### config.mk
export PLATFORM = sky130hd
export DESIGN_NAME = task_event_wake_controller
export DESIGN_NICKNAME = d
export VERILOG_FILES = /design/src/rtl/tewc_pkg.sv /design/src/rtl/tewc_slot.sv /design/src/rtl/task_event_wake_controller.sv
export SDC_FILE = /design/constraint.sdc
export NUM_CORES = 1
export LEC_CHECK = 0
export BUFFER_PORTS_ARGS = -buffer_cell sky130_fd_sc_hd__buf_4
export CAP_MARGIN = 20
export CORE_ASPECT_RATIO = 1.2
export CORE_MARGIN = 5
export CORE_UTILIZATION = 60
export CTS_CLUSTER_DIAMETER = 40
export CTS_CLUSTER_SIZE = 24
export DETAILED_ROUTE_END_ITERATION = 8
export GPL_ROUTABILITY_DRIVEN = 0
export PLACE_DENSITY = 0.84
export SYNTH_ARGS = -nofsm -noshare
export SYNTH_HDL_FRONTEND = slang
export SYNTH_SLANG_ARGS = --single-unit
### constraint.sdc
create_clock -name clk_i -period 3.2 [get_ports clk_i]
set_input_delay 0.64 -clock clk_i [delete_from_list [all_inputs] [get_ports clk_i]]
set_output_delay 0.64 -clock clk_i [all_outputs]
set_load 0.03 [all_outputs]
### src/rtl/tewc_pkg.sv
// Shared types and constants for the task event wake controller.
`timescale 1ns / 1ps
`default_nettype none

package tewc_pkg;

  localparam int unsigned OpW     = 3;
  localparam int unsigned TaskW   = 3;
  localparam int unsigned EventW  = 8;
  localparam int unsigned TmoW    = 16;
  localparam int unsigned MaskW   = 8;
  localparam int unsigned InDataW  = 32;
  localparam int unsigned OutDataW = 24;

  typedef enum logic [OpW-1:0] {
    OP_ENABLE  = 3'd0,
    OP_DISABLE = 3'd1,
    OP_WAIT    = 3'd2,
    OP_SIGNAL  = 3'd3,
    OP_TICK    = 3'd4
  } op_e;

  // command given to every task slot; hit is set only for the addressed slot
  typedef struct packed {
    op_e               op;
    logic              hit;
    logic [EventW-1:0] ev;
    logic [TmoW-1:0]   tmo;
  } slot_cmd_t;

  // per-slot view of the state after the current command
  typedef struct packed {
    logic              en;
    logic              woken;
    logic [EventW-1:0] wake_event;
  } slot_stat_t;

endpackage

`default_nettype wire

### src/rtl/tewc_slot.sv
// Per-task state: enable bit, wait mask, wake event and timeout counter.
`timescale 1ns / 1ps
`default_nettype none

module tewc_slot #(
  parameter bit EnReset = 1'b0
) (
  input  wire                 clk_i,
  input  wire                 rst_ni,
  input  wire                 commit_i,
  input  tewc_pkg::slot_cmd_t cmd_i,
  output tewc_pkg::slot_stat_t stat_o
);

  logic                        en_q, en_d;
  logic [tewc_pkg::EventW-1:0] mask_q, mask_d;
  logic [tewc_pkg::EventW-1:0] event_q, event_d;
  logic [tewc_pkg::TmoW-1:0]   tmo_q, tmo_d;
  logic                        woken;

  always_comb begin
    en_d    = en_q;
    mask_d  = mask_q;
    event_d = event_q;
    tmo_d   = tmo_q;
    woken   = 1'b0;
    case (cmd_i.op)
      tewc_pkg::OP_TICK: begin
        if (mask_q[0] && !en_q) begin
          if (tmo_q == '0) begin
            en_d    = 1'b1;
            event_d = tewc_pkg::EventW'(1);
            woken   = 1'b1;
          end else begin
            tmo_d = tmo_q - tewc_pkg::TmoW'(1);
          end
        end
      end
      tewc_pkg::OP_ENABLE: begin
        if (cmd_i.hit) en_d = 1'b1;
      end
      tewc_pkg::OP_DISABLE: begin
        if (cmd_i.hit) en_d = 1'b0;
      end
      tewc_pkg::OP_WAIT: begin
        if (cmd_i.hit) begin
          mask_d = cmd_i.ev;
          tmo_d  = cmd_i.tmo;
          en_d   = 1'b0;
        end
      end
      tewc_pkg::OP_SIGNAL: begin
        if (cmd_i.hit && !en_q && ((mask_q & cmd_i.ev) != '0)) begin
          en_d    = 1'b1;
          event_d = cmd_i.ev;
          woken   = 1'b1;
        end
      end
      default: ;
    endcase
  end

  always_ff @(posedge clk_i or negedge rst_ni) begin
    if (!rst_ni) begin
      en_q    <= EnReset;
      mask_q  <= '0;
      event_q <= '0;
      tmo_q   <= '0;
    end else if (commit_i) begin
      en_q    <= en_d;
      mask_q  <= mask_d;
      event_q <= event_d;
      tmo_q   <= tmo_d;
    end
  end

  assign stat_o.en         = en_d;
  assign stat_o.woken      = woken;
  assign stat_o.wake_event = event_d;

endmodule

`default_nettype wire

### src/rtl/task_event_wake_controller.sv
// Top level: input register, per-task slots and result register.
// Path: an input beat is held in the input register, then its result goes to the result register.
// Throughput: one beat per cycle while results are taken; all tasks update in parallel.
// Stalls: s_axis_tready drops while a held input beat waits behind an untaken result.
// Reset: asynchronous, active low; task 0 enabled, all masks, events and
// timeouts cleared, both registers empty.
`timescale 1ns / 1ps
`default_nettype none

module task_event_wake_controller #(
  parameter int unsigned TASK_COUNT = 8
) (
  input  wire                               clk_i,
  input  wire                               rst_ni,
  input  wire                               s_axis_tvalid,
  output logic                              s_axis_tready,
  // operation[2:0], task_req[5:3], event_set[13:6], timeout[29:14]
  input  wire  [tewc_pkg::InDataW-1:0]      s_axis_tdata,
  output logic                              m_axis_tvalid,
  input  wire                               m_axis_tready,
  // enable_mask[7:0], wake_event[15:8], woken_mask[23:16]
  output logic [tewc_pkg::OutDataW-1:0]     m_axis_tdata
);

  logic                        in_vld_q;
  logic [tewc_pkg::OpW-1:0]    op_q;
  logic [tewc_pkg::TaskW-1:0]  task_q;
  logic [tewc_pkg::EventW-1:0] ev_q;
  logic [tewc_pkg::TmoW-1:0]   tmo_q;

  logic                        out_vld_q, out_vld_d;
  logic [tewc_pkg::MaskW-1:0]  en_mask_q, en_mask_d;
  logic [tewc_pkg::EventW-1:0] wake_ev_q, wake_ev_d;
  logic [tewc_pkg::MaskW-1:0]  woken_q, woken_d;

  logic advance;
  logic task_ok;
  tewc_pkg::slot_stat_t stat [TASK_COUNT];

  assign advance       = in_vld_q && (!out_vld_q || m_axis_tready);
  assign s_axis_tready = !in_vld_q || advance;
  assign task_ok       = {1'b0, task_q} < (tewc_pkg::TaskW + 1)'(TASK_COUNT);

  always_ff @(posedge clk_i or negedge rst_ni) begin
    if (!rst_ni) begin
      in_vld_q <= 1'b0;
    end else if (s_axis_tready) begin
      in_vld_q <= s_axis_tvalid;
    end
  end

  always_ff @(posedge clk_i) begin
    if (s_axis_tready && s_axis_tvalid) begin
      op_q   <= s_axis_tdata[2:0];
      task_q <= s_axis_tdata[5:3];
      ev_q   <= s_axis_tdata[13:6];
      tmo_q  <= s_axis_tdata[29:14];
    end
  end

  for (genvar i = 0; i < TASK_COUNT; i++) begin : g_slot
    tewc_pkg::slot_cmd_t cmd;
    always_comb begin
      cmd.op  = tewc_pkg::op_e'(op_q);
      cmd.hit = (task_q == tewc_pkg::TaskW'(i));
      cmd.ev  = ev_q;
      cmd.tmo = tmo_q;
    end
    tewc_slot #(
      .EnReset(i == 0)
    ) u_slot (
      .clk_i   (clk_i),
      .rst_ni  (rst_ni),
      .commit_i(advance),
      .cmd_i   (cmd),
      .stat_o  (stat[i])
    );
  end

  always_comb begin
    en_mask_d = '0;
    woken_d   = '0;
    wake_ev_d = '0;
    for (int i = 0; i < TASK_COUNT; i++) begin
      en_mask_d[i] = stat[i].en;
      woken_d[i]   = stat[i].woken;
      if (task_ok && task_q == tewc_pkg::TaskW'(i)) begin
        wake_ev_d = stat[i].wake_event;
      end
    end
  end

  assign out_vld_d = advance || (out_vld_q && !m_axis_tready);

  always_ff @(posedge clk_i or negedge rst_ni) begin
    if (!rst_ni) begin
      out_vld_q <= 1'b0;
    end else begin
      out_vld_q <= out_vld_d;
    end
  end

  always_ff @(posedge clk_i) begin
    if (advance) begin
      en_mask_q <= en_mask_d;
      wake_ev_q <= wake_ev_d;
      woken_q   <= woken_d;
    end
  end

  assign m_axis_tvalid = out_vld_q;
  assign m_axis_tdata  = {woken_q, wake_ev_q, en_mask_q};

endmodule

`default_nettype wire

==> impl_summary.txt, run 1 <==
----------------------------------------------------
[Power and ir drop]
  Max rail drop VDD ... 533 uV
  Static power due to leakage ... 8.13 nW
  Power per standard cell area ... 694 nW/um2

[Yosys]
  Share of the synthesized area in the top cell type ... 39.3%
  Syn Area/Cell ... 9.55 um2
  Complex-gate fraction of the synthesized area ... around a quarter
  Number of unique standard cell types used by synthesis ... 86
  Number of cells produced by synthesis ... 1,767
  Total nets after synthesis ... around 1,800
  Seq cells post-synth ... 320
  Cell taking the most area after synthesis ... sky130_fd_sc_hd__dfrtp_1
  Share of synthesized area spent on multiplexers ... 6.12%
  Main combinational cell family by area after synthesis ... compound AO/OA/AOI/OAI gates
  Post-synthesis simple-gate area fraction ... 16.6%
  Async set or reset register ratio after synthesis ... 83.1%
  Fraction of the mapped netlist area in adder cells ... 0.593%
  Most used standard cell by instance count after synthesis ... sky130_fd_sc_hd__dfrtp_1
  Synthesis warning total ... 0
  Top post-synthesis cells by area ... sky130_fd_sc_hd__dfrtp_1 (39%), sky130_fd_sc_hd__edfxtp_1 (9.6%), sky130_fd_sc_hd__o21ai_0 (5.4%)
  Cell types with the highest counts after synthesis ... sky130_fd_sc_hd__dfrtp_1 (265), sky130_fd_sc_hd__nor2_1 (195), sky130_fd_sc_hd__o21ai_0 (181)
  Flip-flop cell with the highest count after synthesis ... sky130_fd_sc_hd__dfrtp_1
  Sequential cell area fraction in the yosys report ... around 50%
  Post-synthesis xor/xnor area fraction ... 0%
  Post-synthesis instance area ... ~17,000 um2
  Number of enable flip-flop cells after synthesis ... 54

[Hold path]
  Class of the tightest hold or removal check ... input pin to async pin

[Routing]
  Detailed-router iteration count before antenna repair ... 6
  Final ANT Viol Nets ... 0
  WL/cell ... 22.0 um
  Via count ... 15,300
  Number of DRC markers in iteration 0 ... approximately 2,100
  Drt via density ... 6.78
  Post-route DRC ... 0
  Routed wire length ... 49,700 um

[STA]
  Final hold vios ... 0
  Final worst clock skew ... approximately 0.020 ns
  Max Freq ... around 0.33 GHz
  Unrepaired setup endpoints after global routing ... false
  Final Cycle Share ... a little over nine tenths
  Relative slew slack ... 43.4%
  Total setup violations reported at the end of the flow ... 0
  Setup Total Neg Slack ... 0 ns
  Minimum clock period after layout ... 3.07 ns
  Transition time at the pin with the least slew margin ... 0.843 ns
  Setup WS post-layout ... between 0.1 and 0.15 ns
  Worst hold slack after final layout ... about 0.075 ns
  Slew Viols, Final ... 0

[Place]
  Number of port buffers ... 59
  Final HPWL DP ... 33,400 um
  Worst slack, placed ... about 0.15 ns

[Floorplanning]
  Std-Cell Rows ... 67
  Width of the chip ... between 150 and 200 um
  Core box area ... 27,800 um2
  Die Outline Area ... 31,600 um2
  Ports placed on the boundary ... 62
  Vert. Die Dim ... ~190 um
  Initial standard-cell utilization of the core ... 60.7%

[Worst setup path]
  Worst Path Arrival ... 3.33 ns
  Maximum fanout along the worst path ... 7
  Crit path capture type ... register
  Req. time, crit path ... 3.47 ns
  CP Class ... register to register
  Depth of the most critical reg-to-reg path ... 8
  Nature of the critical path startpoint ... register

[Clocking]
  Maximum root-to-sink buffer count ... 3
  CTS Buf Count ... 40
  Number of H-tree levels ... 2
  Clock Latency Late Sink ... about 0.55 ns
  CTS Root Cell ... sky130_fd_sc_hd__clkbuf_16
  TritonCTS clock tree ... yes
  Clock-pin slew reported for the worst setup and hold paths after clock tree synthesis ... 0.06 ns
  Clock sinks ... 320
  Number of hold buffers added after CTS ... 0

[Global route]
  Global Route Usage Sum ... between 30% and 40%
  First-pass GRT wire length ... 78,900 um
  Congestion Overflow GR ... 0
  Number of antenna violations at the first check in global routing ... 0
  Vias in the first global route ... 14,600
  Maximum number of pins on one net before global-route repair ... 107

[Finish]
  Final-stage net count ... 1,891
  Antenna cells ... 0
  Area added between synthesis and finish ... 15.8%
  Utilization after layout ... between 70% and 80%
  # fillers ... 2,028
  Ratio of cells with drive above 1 in the final layout ... 17.9%

[Job]
  Count of maximum capacitance violations ... 0

[Run status]
  Run status ... finished clean

----------------------------------------------------
==> flip-flops by register name, indices dropped and copies added, names as in the netlist <==
name and cells:
g_slot.u_slot.tmo_q 128, g_slot.u_slot.event_q 64, g_slot.u_slot.mask_q 64, tmo_q 16
en_mask_q 8, ev_q 8, g_slot.u_slot.en_q 8, wake_ev_q 8
woken_q 8, op_q 3, task_q 3, in_vld_q 1
m_axis_tvalid 1
==> worst max-delay path, stage by stage, from the launching register on <==
cell                       delay [ns]
sky130_fd_sc_hd__dfrtp_1         0.45
sky130_fd_sc_hd__or4_4           0.60
sky130_fd_sc_hd__or3_4           0.37
sky130_fd_sc_hd__nor4_4          0.52
sky130_fd_sc_hd__nor2_2          0.14
sky130_fd_sc_hd__inv_1           0.16
sky130_fd_sc_hd__a211oi_1        0.11
sky130_fd_sc_hd__o41ai_1         0.29
sky130_fd_sc_hd__nor4_1          0.15
==> metrics by stage <==
step / power, W / area [um2] / std cells
6_report: 0.0136 / 19600 / 2258
3_3_place_gp: 0.00864 / 18100 / 2179
4_1_cts: 0.0135 / 19500 / 2253
5_1_grt: 0.0142 / 19600 / 2258
3_5_place_dp: 0.00885 / 18100 / 2179
2_1_floorplan: 0.00774 / 16900 / 1767
==> final cells by class <==
cell class	instances	area (um2)	share of cell area (%)
clock buffer	47	1070	5.47
clock inverter	27	292	1.49
inverter	45	169	0.864
multi-input combinational	1289	8040	41.1
sequential	320	8280	42.3
tap	379	474	2.43
timing repair buffer	151	1230	6.28
==> cells by family after synthesis <==
| logic type | Yosys count |
|---|---|
| flip-flops | 320 |
| buffers and inverters | 158 |
| AND/OR/NAND/NOR | 550 |
| AO/OA/AOI/OAI | 638 |
| multiplexers | 93 |
| adder cells (fa/ha/maj) | 8 |
==> per-layer routing <==
| metal | routed length [um] | GRT usage, % | vias to the layer above |
|---|---|---|---|
| met5 | 0 | 0 | - |
| met4 | 3830 | 18.9 | 0 |
| met3 | 4330 | 5.66 | 276 |
| met2 | 23500 | 49.5 | 911 |
| met1 | 18100 | 39.0 | 7313 |
| li1 | - | - | 6807 |
==> layout by cell type (no fill, tap or decap), types with 39 or more instances in the layout <==
master / netlist / final
sky130_fd_sc_hd__buf_4: 2 / 141
sky130_fd_sc_hd__nor2_1: 195 / 194
sky130_fd_sc_hd__o22a_1: 39 / 39
sky130_fd_sc_hd__nand2_1: 94 / 94
sky130_fd_sc_hd__o21ai_0: 181 / 180
sky130_fd_sc_hd__edfxtp_1: 54 / 54
sky130_fd_sc_hd__clkbuf_16: 0 / 42
sky130_fd_sc_hd__a21oi_1: 151 / 151
sky130_fd_sc_hd__inv_1: 44 / 43
sky130_fd_sc_hd__nor3_1: 69 / 69
sky130_fd_sc_hd__a22oi_1: 43 / 43
sky130_fd_sc_hd__dfrtp_1: 265 / 265
sky130_fd_sc_hd__a22o_1: 45 / 45
sky130_fd_sc_hd__a31oi_1: 62 / 62
sky130_fd_sc_hd__mux2_2: 77 / 77
==> power breakdown <==
part | switching [W] | total [W] | internal, W | leakage [nW]
registers | 0.000786 | 0.00574 | 0.00495 | 4.01
logic | 0.00189 | 0.00320 | 0.00132 | 3.44
clock network | 0.00197 | 0.00462 | 0.00266 | 0.672
total | 0.00464 | 0.0136 | 0.00893 | 8.13
==> worst paths after layout <==
| path | startpoint | endpoint | slack (ns) |
|---|---|---|---|
| worst max-delay path | g_slot[2].u_slot.tmo_q[7] | wake_ev_q[1] | 0.13 |
| worst min-delay path | rst_ni | g_slot[4].u_slot.mask_q[5] | 0.08 |
| worst max register to register | g_slot[2].u_slot.tmo_q[7] | wake_ev_q[1] | 0.13 |
| worst min register to register | g_slot[6].u_slot.event_q[6] | g_slot[6].u_slot.event_q[6] | 0.48 |
| max in group asynchronous | rst_ni | g_slot[0].u_slot.tmo_q[10] | 2.22 |
| min in group clk_i | s_axis_tdata[16] | tmo_q[2] | 0.26 |
==> repair_timing <==
item,CTS,global route
hold endpoints to repair,0,0
setup buffers,0,2
endpoints found under the setup margin,0,4
resized for setup,0,3
Note: power is estimated with default switching activity, not from simulation.
==> inputs of run 2 (changes only) <==
--- a/config.mk
+++ b/config.mk
@@ -5,6 +5,7 @@
 export SDC_FILE = /design/constraint.sdc
 export NUM_CORES = 1
 export LEC_CHECK = 0
+export ABC_AREA = 1
 export BUFFER_PORTS_ARGS = -buffer_cell sky130_fd_sc_hd__buf_4
 export CAP_MARGIN = 20
 export CORE_ASPECT_RATIO = 1.2
==> constraint.sdc (replaced) <==
create_clock -name clk_i -period 3.15 [get_ports clk_i]
set_input_delay 0.63 -clock clk_i [delete_from_list [all_inputs] [get_ports clk_i]]
set_output_delay 0.63 -clock clk_i [all_outputs]
set_load 0.03 [all_outputs]
==> run 2 against run 1 <==
Effect of this change: clock-buffer cell count rose by 5; total power up 19%; first-iteration DRC count increased by 7.0%; combinational power rose by 48%; critical endpoint is now g_slot[5].u_slot.tmo_q[10]; critical path type unchanged; hold slack got worse by 0.037 ns; clock power increased by 8.0%; clock skew rose by 0.0015 ns; synthesized cell count grew 32%; register-to-register slack better by 0.15 ns; non-clock buffer count is 47 lower; via count rose by 13%; flip-flop and latch count stayed put.
==> impl_summary.txt, run 2 <==
----------------------------------------------------
[STA]
  Final hold vios ... 0 (unchanged)
  Max Freq ... 0.349 GHz (+7.1%)
  Relative slew slack ... 48.4% (+5.0 points)
  Setup Total Neg Slack ... 0 ns (unchanged)
  Minimum clock period after layout ... 2.86 ns (-0.203 ns)
  Transition time at the pin with the least slew margin ... 0.773 ns (-0.0699 ns)
  Final Cycle Share ... 90.9% (-4.9 points)
  Total setup violations reported at the end of the flow ... 0 (unchanged)
  Unrepaired setup endpoints after global routing ... false
  Slew Viols, Final ... 0 (unchanged)
  Setup WS post-layout ... 0.286 ns (+0.153 ns)
  Final worst clock skew ... 0.0219 ns (+0.00152 ns)

[Routing]
  Drt via density ... 6.16 (-9.1%)
  Post-route DRC ... 0 (unchanged)
  Via count ... 17,300 (+13%)
  WL/cell ... 18.6 um (-15%)
  Final ANT Viol Nets ... 0 (unchanged)
  Number of DRC markers in iteration 0 ... 2,226 (+7.0%)
  Routed wire length ... 52,200 um (+5.0%)
  Detailed-router iteration count before antenna repair ... 7 (+1)

[Place]
  Worst slack, placed ... 0.420 ns (+0.266 ns)
  Final HPWL DP ... 34,600 um (+3.8%)
  Number of port buffers ... 59 (unchanged)

[Yosys]
  Cell types with the highest counts after synthesis ... sky130_fd_sc_hd__nand2_1 (685), sky130_fd_sc_hd__o21ai_0 (313), sky130_fd_sc_hd__dfrtp_1 (265)
  Syn Area/Cell ... 7.54 um2 (-21%)
  Share of the synthesized area in the top cell type ... 37.8% (-1.5 points)
  Number of cells produced by synthesis ... 2,326 (+32%)
  Fraction of the mapped netlist area in adder cells ... 0.570% (-0.022 points)
  Number of unique standard cell types used by synthesis ... 57 (-34%)
  Seq cells post-synth ... 320 (unchanged)
  Top post-synthesis cells by area ... sky130_fd_sc_hd__dfrtp_1 (38%), sky130_fd_sc_hd__nand2_1 (15%), sky130_fd_sc_hd__edfxtp_1 (9.2%)
  Complex-gate fraction of the synthesized area ... 15.7% (-8.3 points)
  Cell taking the most area after synthesis ... sky130_fd_sc_hd__dfrtp_1
  Flip-flop cell with the highest count after synthesis ... sky130_fd_sc_hd__dfrtp_1
  Post-synthesis xor/xnor area fraction ... 1.75% (+1.7 points)
  Main combinational cell family by area after synthesis ... simple AND/OR/NAND/NOR gates
  Sequential cell area fraction in the yosys report ... 47.2% (-1.9 points)
  Post-synthesis instance area ... 17,500 um2 (+3.9%)
  Most used standard cell by instance count after synthesis ... sky130_fd_sc_hd__nand2_1
  Post-synthesis simple-gate area fraction ... 27.7% (+11 points)
  Number of enable flip-flop cells after synthesis ... 54 (unchanged)
  Total nets after synthesis ... 2,370 (+31%)
  Synthesis warning total ... 0 (unchanged)
  Async set or reset register ratio after synthesis ... 83.1% (unchanged)
  Share of synthesized area spent on multiplexers ... 0.128% (-6.0 points)

[Worst setup path]
  Most frequent CP cell ... sky130_fd_sc_hd__inv_1
  CP Class ... register to register
  Maximum fanout along the worst path ... 21 (+14)
  Cells along the critical path ... inv_1, ha_1, inv_1, nor2_1, nand3_1, nor2_1, inv_1, nor3_2, nand2_1, nand2_1, inv_2, o21ai_0, o21ai_0
  Delay of the slowest critical-path stage ... 0.40 ns (-0.20 ns)
  Cell family contributing the most delay on the critical path ... simple AND/OR/NAND/NOR gates
  Crit path capture type ... register
  Worst Path Arrival ... 3.26 ns (-0.07 ns)
  Nature of the critical path startpoint ... register
  Combined buffer and inverter count along the critical path ... 4 (+3)
  CP max-delay cell ... sky130_fd_sc_hd__dfrtp_1
  Req. time, crit path ... 3.54 ns (+0.07 ns)

[Finish]
  Area of the multi-input gates ... 8060 um2 (+0.22%)
  Number of flip-flops in the largest register ... 128 (unchanged)
  Flip-flop and latch area ... 8280 um2 (unchanged)
  Final-stage net count ... 2,426 (+28%)
  Area added between synthesis and finish ... 13.5%
  Most flop-heavy register ... g_slot.u_slot.tmo_q
  # fillers ... 2,229 (+9.9%)
  Biggest registers after layout ... g_slot.u_slot.tmo_q: 128 flops, g_slot.u_slot.event_q: 64 flops, g_slot.u_slot.mask_q: 64 flops
  Commonest cells after routing, fill and taps aside ... sky130_fd_sc_hd__nand2_1 (685), sky130_fd_sc_hd__o21ai_0 (313), sky130_fd_sc_hd__dfrtp_1 (265)
  Antenna cells ... 0 (unchanged)
  Ratio of cells with drive above 1 in the final layout ... 8.94% (-9.0 points)
  Most frequent standard cell in the layout excluding fill and tap cells ... sky130_fd_sc_hd__nand2_1

[Clocking]
  Clock Latency Late Sink ... 0.54 ns (about the same)
  Maximum root-to-sink buffer count ... 3 (unchanged)
  CTS Buf Count ... 42 (+5.0%)
  Clock-pin slew reported for the worst setup and hold paths after clock tree synthesis ... 0.06 ns (about the same)
  Count of cells resized by post-cts repair ... 0 (unchanged)
  Post-CTS Setup Repair Bufs ... 0 (unchanged)
  Number of hold buffers added after CTS ... 0 (unchanged)
  CTS Root Cell ... sky130_fd_sc_hd__clkbuf_16
  Number of H-tree levels ... 2 (unchanged)
  Clock sinks ... 320 (unchanged)
  TritonCTS clock tree ... yes

[Power and ir drop]
  Power per standard cell area ... 814 nW/um2 (+17%)
  Max rail drop VDD ... 604 uV (+13%)
  Internal power of the cells ... 0.0102 W (+15%)
  Switching pwr ... 0.00598 W (+29%)
  Part of the power in registers ... 39.9% (-2.4 points)
  Combinational group share of total power ... 29.3% (+5.7 points)
  Static power due to leakage ... 9.21 nW (+13%)
  Clk pwr share ... 30.8% (-3.3 points)
  Switching Share ... 36.9% (+2.7 points)

[Floorplanning]
  Vert. Die Dim ... 197 um (+1.9%)
  Die Outline Area ... 32,800 um2 (+3.7%)
  Std-Cell Rows ... 68 (+1.5%)
  Core box area ... 28,800 um2 (+3.6%)
  Width of the chip ... 166 um (+1.8%)
  Ports placed on the boundary ... 62 (unchanged)
  Initial standard-cell utilization of the core ... 60.8% (+0.18 points)

[Run status]
  Run status ... finished clean

[Global route]
  First-pass GRT wire length ... 84,100 um (+6.6%)
  Vias in the first global route ... 16,700 (+14%)
  Global Route Usage Sum ... 31.3% (+0.35 points)
  Congestion Overflow GR ... 0 (unchanged)
  Number of antenna violations at the first check in global routing ... 1 (+1)
  Maximum number of pins on one net before global-route repair ... 76 (-29%)

[Hold path]
  Class of the tightest hold or removal check ... input pin to async pin

[Job]
  Count of maximum capacitance violations ... 0 (unchanged)

----------------------------------------------------
run 2: final timing paths:
kind                                                  start                           to  slack (ns)  cells past startpoint
max in group asynchronous                            rst_ni   g_slot[1].u_slot.tmo_q[14]        2.26                      2
worst max register to register    g_slot[5].u_slot.tmo_q[0]   g_slot[5].u_slot.tmo_q[10]        0.29                     13
worst min register to register  g_slot[2].u_slot.event_q[1]  g_slot[2].u_slot.event_q[1]        0.47                      2
worst max-delay path              g_slot[5].u_slot.tmo_q[0]   g_slot[5].u_slot.tmo_q[10]        0.29                     13
worst min-delay path                                 rst_ni    g_slot[5].u_slot.tmo_q[5]        0.04                      1
min in group clk_i                          s_axis_tdata[6]                      ev_q[0]        0.27                      1
run 2: power by group through the flow:
stage          clock network [W]  logic [W]  registers, W
6_report                 0.00499    0.00475       0.00646
5_1_grt                  0.00524    0.00538       0.00659
4_1_cts                  0.00502    0.00468       0.00642
3_5_place_dp                   0    0.00459       0.00646
3_3_place_gp                   0    0.00435       0.00639
2_1_floorplan                  0    0.00343       0.00630
run 2: layout make-up:
class	count	share of cell area, %
well taps	385	2.42
repair buffers	104	4.15
flip-flops and latches	320	41.6
multi-input cells	1704	40.5
clock inverters	26	1.51
inverters	210	3.97
clock buffers	52	5.89
run 2: metal layers:
layer | GRT usage [%] | up-vias | part of all wire [%]
li1 | - | 7841 | -
met1 | 38.0 | 8136 | 37
met2 | 51.9 | 981 | 47
met3 | 5.66 | 296 | 9.0
met4 | 20.1 | 0 | 7.2
met5 | 0 | - | 0
run 2: per-stage QoR:
| step | util, % | total power, W | cells | hold WS, ns | area, um2 |
|---|---|---|---|---|---|
| after floorplan | - | 0.00973 | 2326 | 0.334 | 17500 |
| after global placement | 63.9 | 0.0107 | 2723 | 0.456 | 18400 |
| after detailed placement | 63.9 | 0.0111 | 2723 | 0.466 | 18400 |
| after CTS | 69.0 | 0.0161 | 2801 | 0.0689 | 19900 |
| after global routing | 69.0 | 0.0172 | 2801 | 0.0896 | 19900 |
| final | 69.0 | 0.0162 | 2801 | 0.0377 | 19900 |
run 2: worst reg2reg max path: stages, from the launching register on:
cell and delay (ns):
sky130_fd_sc_hd__dfrtp_1 0.40, sky130_fd_sc_hd__inv_1 0.09, sky130_fd_sc_hd__ha_1 0.22, sky130_fd_sc_hd__inv_1 0.07, sky130_fd_sc_hd__nor2_1 0.18, sky130_fd_sc_hd__nand3_1 0.16, sky130_fd_sc_hd__nor2_1 0.19, sky130_fd_sc_hd__inv_1 0.12
sky130_fd_sc_hd__nor3_2 0.32, sky130_fd_sc_hd__nand2_1 0.12, sky130_fd_sc_hd__nand2_1 0.38, sky130_fd_sc_hd__inv_2 0.26, sky130_fd_sc_hd__o21ai_0 0.12, sky130_fd_sc_hd__o21ai_0 0.10
run 2: kinds of logic after synthesis:
group / Yosys count
AOI/OAI and AO/OA: 501
buffers and inverters: 302
and+or+nand+nor: 1158
xor gates and xnor gates: 35
adders and majority gates: 8
DFF: 320
muxes: 2
